$ cat src/rtl/core/bfwm_pkg.sv
// ----------------------------------------------------------------------------
// bfwm_pkg
// Shared widths, codes and types of the bounded FIFO window mean unit.
// ----------------------------------------------------------------------------
package bfwm_pkg;

  localparam int unsigned YearW     = 14;
  localparam int unsigned TagW      = 16;
  localparam int unsigned YearMax   = (2 ** YearW) - 1;
  localparam int unsigned DepthDef  = 5;

  // command codes carried by the kind field
  localparam logic KindPush = 1'b0;
  localparam logic KindPop  = 1'b1;

  typedef struct packed {
    logic [YearW-1:0] year;
    logic [TagW-1:0]  tag;
  } entry_t;

endpackage

$ cat src/rtl/core/bfwm_ring.sv
// ----------------------------------------------------------------------------
// bfwm_ring
// Entry store of the FIFO: one write port, one read port with registered data.
// ----------------------------------------------------------------------------
module bfwm_ring #(
  parameter int unsigned DEPTH = bfwm_pkg::DepthDef,
  parameter int unsigned PtrW  = (DEPTH > 1) ? $clog2(DEPTH) : 1
) (
  input  logic                clk_i,
  input  logic                wr_en_i,
  input  logic [PtrW-1:0]     wr_addr_i,
  input  bfwm_pkg::entry_t    wr_entry_i,
  input  logic [PtrW-1:0]     rd_addr_i,
  output bfwm_pkg::entry_t    rd_entry_o
);

  bfwm_pkg::entry_t mem_q [DEPTH];
  bfwm_pkg::entry_t rd_q;

  always_ff @(posedge clk_i) begin
    if (wr_en_i) begin
      mem_q[wr_addr_i] <= wr_entry_i;
    end
    rd_q <= mem_q[rd_addr_i];
  end

  assign rd_entry_o = rd_q;

endmodule

$ cat src/rtl/core/bfwm_div.sv
// ----------------------------------------------------------------------------
// bfwm_div
// Bit-serial restoring divider, one quotient bit per cycle.
// ----------------------------------------------------------------------------
module bfwm_div #(
  parameter int unsigned DvdW = 17,
  parameter int unsigned DvsW = 3,
  parameter int unsigned QW   = 14
) (
  input  logic            clk_i,
  input  logic            rst_ni,
  input  logic            start_i,
  input  logic [DvdW-1:0] dividend_i,
  input  logic [DvsW-1:0] divisor_i,
  output logic            done_o,
  output logic [QW-1:0]   quotient_o
);

  localparam int unsigned CntW = (DvdW > 1) ? $clog2(DvdW) : 1;

  logic            busy_q, busy_d;
  logic            done_q, done_d;
  logic [CntW-1:0] cnt_q, cnt_d;
  logic [DvdW-1:0] dq_q, dq_d;     // dividend shifts out the top, quotient in the bottom
  logic [DvsW-1:0] rem_q, rem_d;
  logic [DvsW-1:0] dvs_q, dvs_d;
  logic [DvsW:0]   trial;
  logic            fits;

  assign trial = {rem_q, dq_q[DvdW-1]};
  assign fits  = (trial >= {1'b0, dvs_q});

  always_comb begin
    busy_d = busy_q;
    done_d = 1'b0;
    cnt_d  = cnt_q;
    dq_d   = dq_q;
    rem_d  = rem_q;
    dvs_d  = dvs_q;
    if (start_i) begin
      busy_d = 1'b1;
      cnt_d  = '0;
      dq_d   = dividend_i;
      rem_d  = '0;
      dvs_d  = divisor_i;
    end else if (busy_q) begin
      rem_d = fits ? DvsW'(trial - {1'b0, dvs_q}) : trial[DvsW-1:0];
      dq_d  = {dq_q[DvdW-2:0], fits};
      cnt_d = cnt_q + 1'b1;
      if (cnt_q == CntW'(DvdW - 1)) begin
        busy_d = 1'b0;
        done_d = 1'b1;
      end
    end
  end

  always_ff @(posedge clk_i or negedge rst_ni) begin
    if (!rst_ni) begin
      busy_q <= 1'b0;
      done_q <= 1'b0;
      cnt_q  <= '0;
    end else begin
      busy_q <= busy_d;
      done_q <= done_d;
      cnt_q  <= cnt_d;
    end
  end

  always_ff @(posedge clk_i) begin
    dq_q  <= dq_d;
    rem_q <= rem_d;
    dvs_q <= dvs_d;
  end

  assign done_o     = done_q;
  assign quotient_o = dq_q[QW-1:0];

endmodule

$ cat src/rtl/core/bounded_fifo_window_mean_unit.sv
// ----------------------------------------------------------------------------
// bounded_fifo_window_mean_unit
// Bounded FIFO of tag/year entries reporting the mean year after each push.
// ----------------------------------------------------------------------------
//  channel | signals                                   | direction
//  --------+-------------------------------------------+----------
//  in      | in_valid_i in_ready_o kind_i item_tag_i    | sink
//          | year_i                                    |
//  out     | out_valid_o out_ready_i mean_year_o        | source
//          | popped_tag_o popped_valid_o               |
//
//  a push steps through StRead, StUse, StAppend and StDStart, then waits in
//  StDWait on the bit-serial divider that forms the mean one quotient bit per cycle
//  a pop steps through StRead and StUse: one store read and one update
//  one transaction is worked on at a time; in_ready_o is high when idle,
//  also while a finished result waits on out_ready_i
//  reset clears pointer, count and sum; the store needs no clearing
// ----------------------------------------------------------------------------
module bounded_fifo_window_mean_unit #(
  parameter int unsigned DEPTH = bfwm_pkg::DepthDef
) (
  input  logic                       clk_i,
  input  logic                       rst_ni,
  input  logic                       in_valid_i,
  output logic                       in_ready_o,
  input  logic                       kind_i,
  input  logic [bfwm_pkg::TagW-1:0]  item_tag_i,
  input  logic [bfwm_pkg::YearW-1:0] year_i,
  output logic                       out_valid_o,
  input  logic                       out_ready_i,
  output logic [bfwm_pkg::YearW-1:0] mean_year_o,
  output logic [bfwm_pkg::TagW-1:0]  popped_tag_o,
  output logic                       popped_valid_o
);

  localparam int unsigned PtrW = (DEPTH > 1) ? $clog2(DEPTH) : 1;
  localparam int unsigned CntW = $clog2(DEPTH + 1);
  localparam int unsigned SumW = $clog2(DEPTH * bfwm_pkg::YearMax + 1);

  typedef enum logic [6:0] {
    StIdle   = 7'b0000001,
    StRead   = 7'b0000010,
    StUse    = 7'b0000100,
    StAppend = 7'b0001000,
    StDStart = 7'b0010000,
    StDWait  = 7'b0100000,
    StDone   = 7'b1000000
  } state_e;

  state_e                     state_q, state_d;
  logic [PtrW-1:0]            head_q, head_d;
  logic [CntW-1:0]            count_q, count_d;
  logic [SumW-1:0]            sum_q, sum_d;
  logic                       kind_q;
  logic [bfwm_pkg::TagW-1:0]  tag_q;
  logic [bfwm_pkg::YearW-1:0] year_q;

  logic [bfwm_pkg::YearW-1:0] res_mean_q, res_mean_d;
  logic [bfwm_pkg::TagW-1:0]  res_tag_q, res_tag_d;
  logic                       res_valid_q, res_valid_d;

  logic                       out_valid_q, out_valid_d;
  logic [bfwm_pkg::YearW-1:0] out_mean_q;
  logic [bfwm_pkg::TagW-1:0]  out_tag_q;
  logic                       out_pv_q;

  logic                       accept;
  logic                       load_out;
  logic [PtrW-1:0]            head_next;
  logic [CntW:0]              tail_sum;
  logic [PtrW-1:0]            tail;
  logic                       wr_en;
  bfwm_pkg::entry_t           wr_entry;
  bfwm_pkg::entry_t           rd_entry;
  logic                       div_start;
  logic                       div_done;
  logic [bfwm_pkg::YearW-1:0] quotient;

  assign accept     = in_valid_i && in_ready_o;
  assign in_ready_o = (state_q == StIdle);
  assign load_out   = (state_q == StDone) && (!out_valid_q || out_ready_i);

  assign head_next = (head_q == PtrW'(DEPTH - 1)) ? '0 : head_q + 1'b1;

  // tail slot: head + count folded once, the sum stays below twice the depth
  assign tail_sum = (CntW + 1)'(head_q) + (CntW + 1)'(count_q);
  assign tail     = (tail_sum >= (CntW + 1)'(DEPTH)) ?
                    PtrW'(tail_sum - (CntW + 1)'(DEPTH)) : PtrW'(tail_sum);

  assign wr_en         = (state_q == StAppend);
  assign wr_entry.year = year_q;
  assign wr_entry.tag  = tag_q;
  assign div_start     = (state_q == StDStart);

  bfwm_ring #(
    .DEPTH (DEPTH),
    .PtrW  (PtrW)
  ) u_ring (
    .clk_i      (clk_i),
    .wr_en_i    (wr_en),
    .wr_addr_i  (tail),
    .wr_entry_i (wr_entry),
    .rd_addr_i  (head_q),
    .rd_entry_o (rd_entry)
  );

  bfwm_div #(
    .DvdW (SumW),
    .DvsW (CntW),
    .QW   (bfwm_pkg::YearW)
  ) u_div (
    .clk_i      (clk_i),
    .rst_ni     (rst_ni),
    .start_i    (div_start),
    .dividend_i (sum_q),
    .divisor_i  (count_q),
    .done_o     (div_done),
    .quotient_o (quotient)
  );

  always_comb begin
    state_d     = state_q;
    head_d      = head_q;
    count_d     = count_q;
    sum_d       = sum_q;
    res_mean_d  = res_mean_q;
    res_tag_d   = res_tag_q;
    res_valid_d = res_valid_q;
    case (state_q)
      StIdle: begin
        if (accept) begin
          state_d = StRead;
        end
      end
      StRead: begin
        state_d = StUse;
      end
      StUse: begin
        res_mean_d  = '0;
        res_tag_d   = '0;
        res_valid_d = 1'b0;
        if (kind_q == bfwm_pkg::KindPush) begin
          // full: the oldest entry falls out of the window unreported
          if (count_q == CntW'(DEPTH)) begin
            sum_d   = sum_q - SumW'(rd_entry.year);
            head_d  = head_next;
            count_d = count_q - 1'b1;
          end
          state_d = StAppend;
        end else begin
          if (count_q != '0) begin
            res_tag_d   = rd_entry.tag;
            res_valid_d = 1'b1;
            sum_d       = sum_q - SumW'(rd_entry.year);
            head_d      = head_next;
            count_d     = count_q - 1'b1;
          end
          state_d = StDone;
        end
      end
      StAppend: begin
        sum_d   = sum_q + SumW'(year_q);
        count_d = count_q + 1'b1;
        state_d = StDStart;
      end
      StDStart: begin
        state_d = StDWait;
      end
      StDWait: begin
        if (div_done) begin
          res_mean_d = quotient;
          state_d    = StDone;
        end
      end
      StDone: begin
        if (load_out) begin
          state_d = StIdle;
        end
      end
      default: begin
        state_d = StIdle;
      end
    endcase
  end

  always_comb begin
    out_valid_d = out_valid_q;
    if (out_valid_q && out_ready_i) begin
      out_valid_d = 1'b0;
    end
    if (load_out) begin
      out_valid_d = 1'b1;
    end
  end

  always_ff @(posedge clk_i or negedge rst_ni) begin
    if (!rst_ni) begin
      state_q     <= StIdle;
      head_q      <= '0;
      count_q     <= '0;
      sum_q       <= '0;
      out_valid_q <= 1'b0;
    end else begin
      state_q     <= state_d;
      head_q      <= head_d;
      count_q     <= count_d;
      sum_q       <= sum_d;
      out_valid_q <= out_valid_d;
    end
  end

  always_ff @(posedge clk_i) begin
    if (accept) begin
      kind_q <= kind_i;
      tag_q  <= item_tag_i;
      year_q <= year_i;
    end
    res_mean_q  <= res_mean_d;
    res_tag_q   <= res_tag_d;
    res_valid_q <= res_valid_d;
    if (load_out) begin
      out_mean_q <= res_mean_q;
      out_tag_q  <= res_tag_q;
      out_pv_q   <= res_valid_q;
    end
  end

  assign out_valid_o    = out_valid_q;
  assign mean_year_o    = out_mean_q;
  assign popped_tag_o   = out_tag_q;
  assign popped_valid_o = out_pv_q;

endmodule

$ cat config.mk
export PLATFORM = sky130hd
export DESIGN_NAME = bounded_fifo_window_mean_unit
export DESIGN_NICKNAME = d
export VERILOG_FILES = /design/src/rtl/core/bfwm_pkg.sv /design/src/rtl/core/bfwm_ring.sv /design/src/rtl/core/bfwm_div.sv /design/src/rtl/core/bounded_fifo_window_mean_unit.sv
export SDC_FILE = /design/constraint.sdc
export NUM_CORES = 1
export LEC_CHECK = 0
export BUFFER_PORTS_ARGS = -buffer_cell sky130_fd_sc_hd__buf_2
export CORE_MARGIN = 2
export CORE_UTILIZATION = 55
export CTS_CLUSTER_DIAMETER = 200
export DETAILED_ROUTE_END_ITERATION = 8
export GPL_TIMING_DRIVEN = 0
export PLACE_DENSITY_LB_ADDON = 0.08
export SYNTH_ARGS = -nofsm -noshare
export SYNTH_HDL_FRONTEND = slang
export SYNTH_SLANG_ARGS = --single-unit
$ cat constraint.sdc
create_clock -name clk_i -period 10.6 [get_ports clk_i]
set_input_delay 2.12 -clock clk_i [delete_from_list [all_inputs] [get_ports clk_i]]
set_output_delay 2.12 -clock clk_i [all_outputs]
set_load 0.05 [all_outputs]
Word-level counts from Yosys, hierarchy flattened. Memory sizes are Yosys's and may differ from the RTL's. A register that Yosys moved wholly into a read port is not among the register bits. Cells that the tools add are included.

Memories kept: 1. Latch bits: 0. Bits in read-only memories: 0. Memory bits (writable): 150. Logic and storage cells: 100. Output and inout port bits: 33. Bits in registers: 154.

Memories: u_ring.mem_q (words 5, width 30, read ports 1, clocked after memory_dff 1, wr ports 1, line bfwm_ring.sv:17) `bfwm_pkg::entry_t mem_q [DEPTH];`.

Muxes and demuxes: 36. $add $sub $neg: 9. Bitwise logic cells: 0. Divide/modulo/power cells: 0. Multipliers: 0. Order comparisons: 2. Reduce and logical (&&, ||, !) cells: 16. Eq/ne operators: 16. Shifts and indexed selects: 0.

Operators by type and width (count): 17-bit 2-to-1 mux (5); 7-bit one-hot mux with 7 select lines (1); 17-bit one-hot mux with 2 select lines (1); 7-bit 2-to-1 mux (4); 14-bit one-hot mux with 2 select lines (1); 3-bit 2-to-1 mux (9); 17-bit by 14-bit adder with 17-bit output (1); 17-bit by 14-bit subtractor with 17-bit output (1); 14-bit 2-to-1 mux (1); 1-bit 2-to-1 mux (11); 5-bit 2-to-1 mux (2); 2-bit nonzero test (5); 3-bit AND reduction (3); 7-bit by 1-bit == test with 1-bit output (second input constant) (1); 7-bit by 2-bit == test with 1-bit output (second input constant) (1); 7-bit by 3-bit == test with 1-bit output (second input constant) (1); 7-bit by 4-bit == test with 1-bit output (second input constant) (1); 7-bit by 5-bit == test with 1-bit output (second input constant) (1); 7-bit by 6-bit == test with 1-bit output (second input constant) (1); 7-bit == test (second input constant) (1); 3-bit by 1-bit adder with 3-bit output (second input constant) (2); 3-bit == test (second input constant) (2); 2-bit by 1-bit != test with 1-bit output (second input constant) (3); 3-bit != test (second input constant) (2); other kinds (15) (18).

Longest topological paths before layout. Gate-level depths: netlist of run 1.

Depth after elaboration: 5. Gate-level depth with buffers: 15. Mapped depth without buffers: 14.

Cells and area by module. From an unflattened synthesis of run 1, not the netlist that was laid out.

Cells, all modules: 933. Area total of the unflattened synthesis: 14037.2 µm².

Modules (own cells, without submodules): bfwm_ring (instances 1, cells an instance 359, area an instance 6804.0 µm²); bounded_fifo_window_mean_unit (instances 1, cells an instance 456, area an instance 5731.7 µm²); bfwm_div (instances 1, cells an instance 118, area an instance 1501.4 µm²).

Worst setup path after synthesis of run 1. Ideal clock, no wire load.

Path type: register -> register. From: register head_q[1]. To: memory u_ring.mem_q[2][0] in the netlist's numbering, enable pin. Setup time: 0.455 ns. Slack: 5.013 ns. Clock period less this slack: 5.587 ns. Arrival: 5.132 ns. Stages on the path, launching flop included: 11. Path buffers: 1. Cells stage by stage: dfrtp_1 -> buf_1 -> inv_1 -> fa_1 -> ha_1 -> nand2b_1 -> a221o_1 -> a221oi_1 -> nor2_1 -> xnor2_1 -> nor3_1.

Word-level cells in the longest chain between the ends: 3.

Ends and longest elaborated chain: start: declaration (line bounded_fifo_window_mean_unit.sv:51) `logic [PtrW-1:0] head_q, head_d;`; start signal: assignment (line bounded_fifo_window_mean_unit.sv:199) `head_q <= '0;`; start signal: assignment (line bounded_fifo_window_mean_unit.sv:205) `head_q <= head_d;`; 3-bit by 3-bit adder with 4-bit output (*) (line bounded_fifo_window_mean_unit.sv:86) `assign tail_sum = (CntW + 1)'(head_q) + (CntW + 1)'(count_q);`; 4-bit by 3-bit greater-or-equal comparator with 1-bit output / 3-bit subtractor (equally long branches) (line bounded_fifo_window_mean_unit.sv:87, bounded_fifo_window_mean_unit.sv:88); 3-bit 2-to-1 mux (*) (line bounded_fifo_window_mean_unit.sv:87) `assign tail = (tail_sum >= (CntW + 1)'(DEPTH)) ?`; end: declaration (line bfwm_ring.sv:17).

Every way passes the cells marked *; elsewhere a longest branch is shown, timed or not.

Worst setup path in the final report of run 1.
From: register head_q[1]. To: memory u_ring.mem_q[2][26] in the netlist's numbering, enable pin.

The elaborated chain is that of the path after synthesis.

==> results.md, run 1 <==
- RSZ-0062 raised after global routing: false
- Synthesized netlist cell count: 839
- H-tree Lvls: 2
- Largest net degree at the start of global routing: 39
- Adder-Cell Fraction of Synth Area: 0.0336
- FMAX: 185 MHz
- Compound-Gate Fraction of Synth Area: 0.0441
- Hold Vio Cnt, Final: 0
- CP arrival: 5610 ps
- Fin Hold WS: 417 ps
- Worst Max-Slew Pin Slew: 985 ps
- Hold Path End: mean_year_o[6]
- Root Buffer: clkbuf_16
- Core Area: 23500 µm²
- Setup crit end kind: flip-flop
- Synth Flop Type: edfxtp_1
- Ant diodes: 0
- Share of cells above drive strength 1: 0.207
- Cts bufs inserted: 34
- Outcome: finished, final reports clean
- CTS tree: yes
- Yosys cell types: 56
- Most common library cells after synthesis: edfxtp_1 (263), nand2_1 (90), nor2_1 (53)
- Nets: 1017
- Worst reg-to-reg path cell count: 12
- PD cells: 202 nW/µm²
- Fin crit period: 5410 ps
- WL per Instance: around 18 µm
- Dpl hpwl: 15500 µm
- Initial drt markers: 457
- 1st-pass router iterations: 6
- Busiest layer in global routing: met2
- Mux share of post-synthesis cell area: 0.0824
- CTS Hold Bufs: 0
- Clock Pin Slew Worst Setup and Hold Paths: 60 ps
- Cell area after synthesis: 13200 µm²
- Worst-Skew Late Latency: approximately 500 ps
- Post-route ant nets: 0
- Crit Path Max Fanout: 10
- Main combinational cell family by area after synthesis: multiplexers
- Post-Syn Nets: just over 900
- FF+latch count, synth: about 330
- First-pass GRT wire length: 37200 µm
- Vias in the first global route: 7135
- Detailed Route WL: 23300 µm
- Yosys top cell by area: edfxtp_1
- Worst setup SP type: flip-flop
- Normalized max-slew margin: 0.343
- DR vias: 7057
- CP Class: flip-flop to flip-flop
- Post-CTS sizing: 0
- CTS sink cnt: 334
- DRC violations left: 0
- Chip height: 159 µm
- Post-synth top area share: 0.598
- Most frequent cell after synthesis: edfxtp_1
- Leakage: roughly 5.6 nW
- Antenna violations before repair: 0
- Starting Density: 0.561
- Area Overhead vs Synth: 15.0%
- GPL Wtd Cong: 0.791
- Fin crit share: 0.510
- IO Count: 68
- Met3 usage: 0.0282
- Req. time, crit path: about 11000 ps
- Post-synthesis sequential area ratio: 0.721
- Via density: around 5.5
- Number of flops mapped to enable cells by yosys: 263
- Slew Viols, Final: 0
- YS warnings: 0
- Min-Delay Path Depth: 0
- Max-cap violations: 0
- Syn avg cell area: 15.7 µm²
- Port Buffers: 67
- Post-Synth XOR/XNOR Area: 0.0232
- Synth async-reset ratio: 0.114
- Dominant cells by area after synthesis: edfxtp_1 (60%), dfrtp_1 (7.0%), mux4_2 (5.1%)
- Setup slack, reg-to-reg: 5190 ps
- R2R Path End: u_ring.mem_q[2][26]
- Reg-to-Reg Start: head_q[1]
- GR met1 Demand/Resource: 0.258
- Setup_tns: 0 ps
- Row cnt: 56
- Full die area: 25200 µm²
- Worst hold start: res_mean_q[6]
- Longest Clk Path Bufs: 3
- Gr usage total: 0.187
- Final Skew: 21.0 ps
- Die X: between 150 and 200 µm
- Worst vdd ir: 135 µV
- Gr ovfl total: 0
- Fraction of the mapped netlist area in simple logic gates: 0.0817
- Hold/Removal Path Class: flip-flop to flip-flop
- Met2 Resource Use GR: 0.308
- Number of setup violations in the final report: 0
- Setup bufs post-CTS: 0
[cells in the final DEF, fill, tap and decap left out, types with 15 or more instances in the layout]
master and n:
dfxtp_1 33, and2_1 33, o21ai_0 25, mux4_2 30, ha_1 29, nor2_1 51
clkbuf_1 23, nand2_1 90, a21oi_1 30, buf_2 71, edfxtp_1 263, clkbuf_16 35
xnor2_1 15, mux2_2 33, xor2_1 20, dfrtp_1 37, inv_1 22
[kinds of logic (layout without fill, tap and decap cells)]
kind of cell | after synthesis | after routing
AO/OA/AOI/OAI | 92 | 92
XOR/XNOR | 35 | 35
adder cells (fa/ha/maj) | 33 | 33
buffers and inverters | 49 | 184
flip-flops | 334 | 334
multiplexers | 67 | 67
AND/OR/NAND/NOR | 229 | 229
[where the power goes]
| group | internal (mW) | leakage, nW | switching [mW] |
|---|---|---|---|
| registers | 1.55 | 3.19 | 0.0739 |
| clock network | 0.699 | 0.540 | 0.466 |
| logic | 0.108 | 1.85 | 0.173 |
[layer usage]
layer / share of wire / vias to the layer above
met4: 0.023 / 0
met3: 0.043 / 41
li1: - / 3346
met2: 0.48 / 185
met1: 0.45 / 3485
met5: 0 / -
[critical path, cell delays in order, from the launching register on]
cell and delay, ps:
dfrtp_1 490, buf_1 580, inv_1 230, fa_1 670, ha_1 240, nand2b_1 110, a221o_1 360, a221oi_1 860
nor2_1 120, xnor2_1 260, nor3_2 670, buf_6 260, buf_4 240
[how the worst max path moves through the flow]
stage          slack, ps                   to  startpoint
2_1_floorplan       5010   u_ring.mem_q[2][0]   head_q[1]
3_3_place_gp        2680  u_ring.mem_q[2][27]   head_q[1]
3_5_place_dp        5300  u_ring.mem_q[2][26]   head_q[1]
4_1_cts             5200  u_ring.mem_q[2][27]   head_q[1]
5_1_grt             4920  u_ring.mem_q[2][27]   head_q[1]
6_report            5190  u_ring.mem_q[2][26]   head_q[1]
[per-stage QoR]
step / setup WS [ps] / instance area [µm²] / cells / utilization / power (mW)
finish: 5190 / 15200 / 1293 / 0.645 / 3.07
global placement: 2680 / 13900 / 1225 / 0.592 / 1.91
detailed placement: 5300 / 14100 / 1232 / 0.598 / 1.93
CTS: 5200 / 15200 / 1293 / 0.645 / 3.10
floorplan: 5010 / 13200 / 839 / - / 1.84
global route: 4920 / 15200 / 1293 / 0.645 / 3.19
[cell type report]
class | instances | area (µm²)
Multi-Input combinational cell | 456 | 3530
Timing Repair Buffer | 74 | 448
Inverter | 24 | 90.1
Buffer | 25 | 98.8
Clock inverter | 17 | 159
Fill cell | 1700 | 8370
Sequential cell | 334 | 9510
Clock buffer | 44 | 940
Tap cell | 319 | 399
[sequential cells by signal, summed over array words and instances (netlist names)]
register           flops
kind_q                 1
u_ring.mem_q         150
mean_year_o           14
u_div.dvs_q            3
popped_tag_o          16
tag_q                 16
u_div.busy_q           1
count_q                3
year_q                14
head_q                 3
popped_valid_o         1
res_tag_q             16
u_ring.rd_entry_o     30
res_valid_q            1
state_q                7
u_div.cnt_q            5
sum_q                 17
u_div.dq_q            17
out_valid_o            1
u_div.rem_q            3
u_div.done_o           1
res_mean_q            14
Note: power is estimated with default switching activity, not from simulation.
==> inputs of run 2 (changes only) <==
--- a/config.mk
+++ b/config.mk
@@ -5,6 +5,7 @@
 export SDC_FILE = /design/constraint.sdc
 export NUM_CORES = 1
 export LEC_CHECK = 0
+export ABC_AREA = 1
 export BUFFER_PORTS_ARGS = -buffer_cell sky130_fd_sc_hd__buf_2
 export CORE_MARGIN = 2
 export CORE_UTILIZATION = 55
==> constraint.sdc (replaced) <==
create_clock -name clk_i -period 5.3 [get_ports clk_i]
set_input_delay 1.06 -clock clk_i [delete_from_list [all_inputs] [get_ports clk_i]]
set_output_delay 1.06 -clock clk_i [all_outputs]
set_load 0.05 [all_outputs]
==> run 2 against run 1 <==
  * Combinational power rose to 9.3 times the previous value
  * Clock skew is 2.0 ps lower
  * Sequential share of layout area down 2.8 points
  * Largest cell class unchanged
  * Highest routed layer unchanged
==> results.md, run 2 <==
- Final Power: 8.73 mW (+180%)
- Fin Hold WS: 416 ps (-0.951 ps)
- Commonest non-fill, non-tap cells in the layout: edfxtp_1 (263), nor2_1 (224), nand2_1 (171), inv_1 (126), o21ai_0 (108)
- Share of cells above drive strength 1: 0.130 (-0.0777)
- Synth Flop Type: edfxtp_1
- Synth async-reset ratio: 0.114 (unchanged)
- Largest Register: u_ring.mem_q
- Yosys top cell by area: edfxtp_1
- WL per Instance: 16.1 µm (-11%)
- Largest net degree at the start of global routing: 39 (unchanged)
- Worst vdd ir: 336 µV (+150%)
- Vias in the first global route: 8457 (+19%)
- Setup bufs post-CTS: 0 (unchanged)
- Synthesized netlist cell count: 1216 (+45%)
- Outcome: finished, final reports clean
- FMAX: 241 MHz (+30%)
- CP peak stage delay: 610 ps (-250 ps)
- Post-route ant nets: 0 (unchanged)
- Cts bufs inserted: 36 (+5.9%)
- Most common library cells after synthesis: edfxtp_1 (263), nor2_1 (227), nand2_1 (171)
- Placed cell area: 14800 µm² (+4.8%)
- Hold/Removal Path Class: flip-flop to flip-flop
- DRC violations left: 0 (unchanged)
- Gr usage total: 0.214 (+0.0272)
- 1st-pass router iterations: 5 (-1)
- CP Class: flip-flop to flip-flop
- Normalized max-slew margin: 0.380 (+0.0365)
- Req. time, crit path: 5510 ps (-5290 ps)
- Initial drt markers: 751 (+64%)
- Combinational share of power: 0.297 (+0.206)
- Max-cap violations: 0 (unchanged)
- Int Pwr: 5.70 mW (+140%)
- Port Buffers: 67 (unchanged)
- Filler cells: 1872 (+10%)
- Slowest cell on the critical path: nor3_2
- Most frequent cell after synthesis: edfxtp_1
- Fin crit period: 4150 ps (-1260 ps)
- Clock power share: 0.272 (-0.107)
- Syn avg cell area: 11.3 µm² (-28%)
- Dpl hpwl: 18600 µm (+20%)
- Chip height: 162 µm (+2.1%)
- Via density: 5.20 (-4.8%)
- GPL Wtd Cong: 0.835 (+5.6%)
- Cell area after synthesis: 13800 µm² (+4.3%)
- DR vias: 8777 (+24%)
- Gr ovfl total: 0 (unchanged)
- GR met1 Demand/Resource: 0.309 (+0.0509)
- Worst setup SP type: flip-flop
- Antenna violations before repair: 0 (unchanged)
- Area Overhead vs Synth: 15.3%
- CP arrival: 4360 ps (-1250 ps)
- Hold Vio Cnt, Final: 0 (unchanged)
- Clock Pin Slew Worst Setup and Hold Paths: 60 ps (about the same)
- Commonest non-fill, non-tap cell in the layout: edfxtp_1
- Longest Clk Path Bufs: 3 (unchanged)
- FF+latch count, synth: 334 (unchanged)
- Busiest layer in global routing: met2
- Full die area: 26300 µm² (+4.2%)
- Core Area: 24500 µm² (+3.9%)
- IO Count: 68 (unchanged)
- Design area: 15900 µm² (+4.6%)
- RSZ-0062 raised after global routing: false
- H-tree Lvls: 2 (unchanged)
- CTS tree: yes
- Starting Density: 0.563 (+0.00225)
- Yosys cell types: 42 (-25%)
- Setup crit end kind: flip-flop
- Final Skew: 19.0 ps (-2.00 ps)
- Crit path cell chain: inv_1, clkbuf_1, fa_1, ha_1, inv_1, o21ai_0, nand2_1, inv_1, nand2_1, nand2_1, nor3_2, buf_6, buf_6, buf_6
- Crit-path leading delay family: buffers and inverters
- Fin crit share: 0.783 (+0.273)
- Root Buffer: clkbuf_16
- Final core occ: 0.649 (+0.00457)
- Die X: 162 µm (+2.1%)
- Row cnt: 57 (+1.8%)
- CTS Hold Bufs: 0 (unchanged)
- Nets: 1405 (+38%)
- Detailed Route WL: 27100 µm (+17%)
- Met3 usage: 0.0289 (+0.000643)
- Crit Path Max Fanout: 11 (+1)
- Number of flops mapped to enable cells by yosys: 263 (unchanged)
- YS warnings: 0 (unchanged)
- Switch Pwr: 3.03 mW (+330%)
- Max reg flops: 150 (unchanged)
- Slew Viols, Final: 0 (unchanged)
- Dominant cells by area after synthesis: edfxtp_1 (57%), dfrtp_1 (6.7%), nor2_1 (6.2%)
- First-pass GRT wire length: 44100 µm (+19%)
- CTS sink cnt: 334 (unchanged)
- Worst-Skew Late Latency: 520 ps (+20 ps)
- Worst Max-Slew Pin Slew: 930 ps (-54.8 ps)
- Post-CTS sizing: 0 (unchanged)
- Met2 Resource Use GR: 0.348 (+0.0395)
- CP bufs+invs: 7 (+3)
- Number of setup violations in the final report: 0 (unchanged)
- Leakage: 6.40 nW (+15%)
- Sequential Power Share: 0.432 (-0.098)
- Post-synth top area share: 0.574 (-0.0248)
- Ant diodes: 0 (unchanged)
- PD cells: 550 nW/µm² (+170%)
- Post-synthesis sequential area ratio: 0.691 (-0.0299)
- Post-Syn Nets: 1284 (+42%)
- Sw Ratio: 0.347 (+0.115)
- Setup_tns: 0 ps (unchanged)
==> run 2: cell count changes in the layout (fill, tap and decap cells not counted), moves of 11 or more <==
cell	before	now
nor2_1	51	224
inv_1	22	126
o21ai_0	25	108
nand2_1	90	171
nand3_1	7	43
a31oi_1	0	33
and2_1	33	0
mux2_2	33	0
mux4_2	30	0
clkbuf_1	23	42
buf_6	2	13
xnor2_1	15	4
==> run 2: path summary, 6_finish.rpt <==
kind,startpoint,to,slack [ps],depth (start not counted)
min in group asynchronous,rst_ni,state_q[3],680,1
hold reg to reg,res_tag_q[7],popped_tag_o[7],420,0
hold / removal,res_tag_q[7],popped_tag_o[7],420,0
max in group asynchronous,rst_ni,sum_q[13],4020,1
setup / recovery,head_q[1],u_ring.mem_q[1][26],1150,14
setup reg to reg,head_q[1],u_ring.mem_q[1][26],1150,14
==> run 2: cells by family (layout without fill, tap and decap cells) <==
group                    after synthesis  after routing  share of synthesized area
XOR/XNOR                              15             15                     0.0101
adder cells (fa/ha/maj)               33             33                     0.0322
flip-flops                           334            334                      0.691
AO/OA/AOI/OAI                        178            178                     0.0702
buffers and inverters                170            319                     0.0489
AND/OR/NAND/NOR                      486            486                      0.148
==> run 2: power by group through the flow <==
| stage | logic, mW | clock network (mW) | registers (mW) |
|---|---|---|---|
| 6_report | 2.59 | 2.37 | 3.77 |
| 4_1_cts | 2.60 | 2.41 | 3.76 |
| 2_1_floorplan | 1.89 | 0 | 3.70 |
| 3_3_place_gp | 2.46 | 0 | 3.81 |
| 5_1_grt | 2.98 | 2.51 | 3.82 |
| 3_5_place_dp | 2.58 | 0 | 3.82 |
==> run 2: final cells by class <==
class	count	area, µm²	share of cell area
Buffer	39	181	0.0114
Clock buffer	53	996	0.0627
Clock inverter	13	120	0.00756
Inverter	131	492	0.0310
Multi-Input combinational cell	712	3620	0.228
Sequential cell	334	9510	0.599
Tap cell	324	405	0.0255
Timing Repair Buffer	83	553	0.0348
==> run 2: layer usage <==
layer  wire length (µm)  up-vias  part of all wire
met5                  0        -                 0
met4                550        0             0.020
met3               1410       42             0.052
met2              12600      252              0.46
met1              12600     4114              0.46
li1                   -     4369                 -
==> run 2: worst register-to-register path, cell delays in order, from the launching register on <==
cell and delay (ps):
dfrtp_1 460, inv_1 170, clkbuf_1 560, fa_1 580
ha_1 230, inv_1 70, o21ai_0 70, nand2_1 180
inv_1 110, nand2_1 70, nand2_1 140, nor3_2 610
buf_6 240, buf_6 160, buf_6 180
==> run 2: per-stage QoR <==
stage,setup slack [ps],std cells
2_1_floorplan,645,1216
3_3_place_gp,-1610,1607
3_5_place_dp,1170,1622
4_1_cts,1090,1688
5_1_grt,757,1689
6_report,1150,1689
==> inputs of run 3 (changes only) <==
--- a/config.mk
+++ b/config.mk
@@ -5,7 +5,7 @@
 export SDC_FILE = /design/constraint.sdc
 export NUM_CORES = 1
 export LEC_CHECK = 0
-export ABC_AREA = 1
+export ABC_AREA = 0
 export BUFFER_PORTS_ARGS = -buffer_cell sky130_fd_sc_hd__buf_2
 export CORE_MARGIN = 2
 export CORE_UTILIZATION = 55
==> constraint.sdc (replaced) <==
create_clock -name clk_i -period 4.05 [get_ports clk_i]
set_input_delay 0.81 -clock clk_i [delete_from_list [all_inputs] [get_ports clk_i]]
set_output_delay 0.81 -clock clk_i [all_outputs]
set_load 0.05 [all_outputs]
==> run 3 against run 2 <==
  * Routed wire length decreased by 11%
  * Critical path depth decreased by 5
  * Sequential power increased by 13%
  * Combinational power decreased by 71%
  * Maximum frequency increased by 6.3%
  * Die area decreased by 4.0%
  * Critical path type unchanged
  * Critical endpoint is now u_ring.mem_q[3][24]
==> results.md, run 3 (synthesis gave the netlist of run 1 again) <==
- Outcome: finished, final reports clean
- Leakage: 5.69 nW (-11%)
- Antenna violations before repair: 0 (unchanged)
- Root Buffer: clkbuf_16
- Worst setup SP type: flip-flop
- Setup crit end kind: flip-flop
- DRC violations left: 0 (unchanged)
- 1st-pass router iterations: 5 (unchanged)
- Dpl hpwl: 15400 µm (-17%)
- Crit Path Max Fanout: 30 (+19)
- Max-cap violations: 0 (unchanged)
- CP arrival: 4040 ps (-320 ps)
- Chip height: 159 µm (-2.0%)
- Vias in the first global route: 7451 (-12%)
- Ant diodes: 0 (unchanged)
- Die X: 159 µm (-2.0%)
- Hold Vio Cnt, Final: 0 (unchanged)
- WL per Instance: 18.4 µm (+14%)
- Placed cell area: 14000 µm² (-4.8%)
- Normalized max-slew margin: 0.378 (-0.00151)
- GPL Wtd Cong: 0.807 (-3.3%)
- Starting Density: 0.561 (-0.00225)
- Commonest non-fill, non-tap cell in the layout: edfxtp_1
- Post-route ant nets: 0 (unchanged)
- CTS tree: yes
- Number of setup violations in the final report: 0 (unchanged)
- Port Buffers: 67 (unchanged)
- Share of cells above drive strength 1: 0.234 (+0.105)
- Full die area: 25200 µm² (-4.0%)
- Largest net degree at the start of global routing: 39 (unchanged)
- Cts bufs inserted: 35 (-2.8%)
- Row cnt: 56 (-1.8%)
- Placed Cells incl. Taps: 1228 (-24%)
- PD cells: 527 nW/µm² (-4.2%)
- Worst vdd ir: 383 µV (+14%)
- RSZ-0062 raised after global routing: false
- Longest Clk Path Bufs: 3 (unchanged)
- Final Skew: 11.0 ps (-7.98 ps)
- Detailed Route WL: 24000 µm (-11%)
- IO Count: 68 (unchanged)
- CTS sink cnt: 334 (unchanged)
- Req. time, crit path: 4180 ps (-1330 ps)
- Nets: 1032 (-27%)
- H-tree Lvls: 2 (unchanged)
- Gr ovfl total: 0 (unchanged)
- Largest Register: u_ring.mem_q
- Via density: 5.47 (+5.3%)
- Core Area: 23500 µm² (-3.8%)
- Finished Layout Cells: 1309 (-22%)
- Worst-Skew Late Latency: 500 ps (-20 ps)
- Clock Pin Slew Worst Setup and Hold Paths: 60 ps (about the same)
- Initial drt markers: 480 (-36%)
- FMAX: 256 MHz (+6.3%)
- Area Overhead vs Synth: 17.2%
- Final core occ: 0.657 (+0.00755)
- Fin crit share: 0.963 (+0.181)
- Design area: 15500 µm² (-2.6%)
- DR vias: 7165 (-18%)
- Max reg flops: 150 (unchanged)
- Gr usage total: 0.197 (-0.0177)
- Worst Max-Slew Pin Slew: 932 ps (+2.26 ps)
- Commonest non-fill, non-tap cells in the layout: edfxtp_1 (263), nand2_1 (90), buf_2 (71), nor2_1 (51), clkbuf_16 (37)
- Slew Viols, Final: 0 (unchanged)
- CP Class: flip-flop to flip-flop
- First-pass GRT wire length: 39000 µm (-12%)
- Fin crit period: 3900 ps (-247 ps)
- Hold/Removal Path Class: flip-flop to flip-flop
run 3: cell types whose count changed in the layout (fill, tap and decap cells not counted), sizes merged, moves of 30 or more:
cell and change:
nor2 -176, nand2 -92, mux2 +33, inv -107, o21ai -84, and2 +34, a31oi -33, mux4 +30
nand3 -37
run 3: path summary, 6_finish.rpt:
kind | cells after the start | from | slack (ps) | to
worst max-delay path | 9 | head_q[1] | 150 | u_ring.mem_q[3][24]
worst min-delay path | 0 | res_tag_q[9] | 420 | popped_tag_o[9]
worst max register to register | 9 | head_q[1] | 150 | u_ring.mem_q[3][24]
worst min register to register | 0 | res_tag_q[9] | 420 | popped_tag_o[9]
max in group asynchronous | 1 | rst_ni | 3000 | count_q[0]
min in group asynchronous | 1 | rst_ni | 430 | state_q[1]
run 3: power breakdown:
group          internal, mW  switching [mW]
clock network          1.89            1.25
registers              4.06           0.193
logic                 0.288           0.467
run 3: layout make-up:
class | count | area [µm²]
inverter | 24 | 90.1
clock inverter | 18 | 180
fill | 1687 | 8080
tap | 319 | 399
clock buffer | 45 | 966
buffer | 25 | 105
sequential | 334 | 9510
multi-input combinational | 459 | 3630
timing repair buffer | 85 | 581
run 3: layer usage:
metal  GRT usage  part of all wire  up-vias
met1       0.271              0.45     3565
met2       0.328              0.49      190
met4      0.0541             0.018        0
met3      0.0340             0.045       34
met5           0                 0        -
li1            -                 -     3376
run 3: repair_timing:
action                                  CTS  global route
gates resized for setup                  11             7
buffers inserted                         13             2
hold buffers                              0             0
pin swaps                                 6             2
endpoints found under the setup margin  151            96
gates cloned                              3             0
run 3: worst max-delay path, stage by stage (launching register included):
cell and delay (ps):
dfrtp_2 430, buf_4 240, inv_1 130, fa_2 640, ha_2 230, nand2b_1 120, a221o_1 390, a221oi_4 390
o21a_1 330, and3_4 570
run 3: through the flow:
| stage | TNS [ps] | hold WS [ps] | power [mW] | setup slack (ps) |
|---|---|---|---|---|
| floorplan | 0 | 400 | 4.81 | 138 |
| global placement | -92270 | 403 | 5.00 | -874 |
| detailed placement | -67900 | 405 | 5.06 | -724 |
| CTS | 0 | 418 | 8.20 | 2.84 |
| global route | 0 | 423 | 8.47 | 11.0 |
| finish | 0 | 418 | 8.14 | 148 |
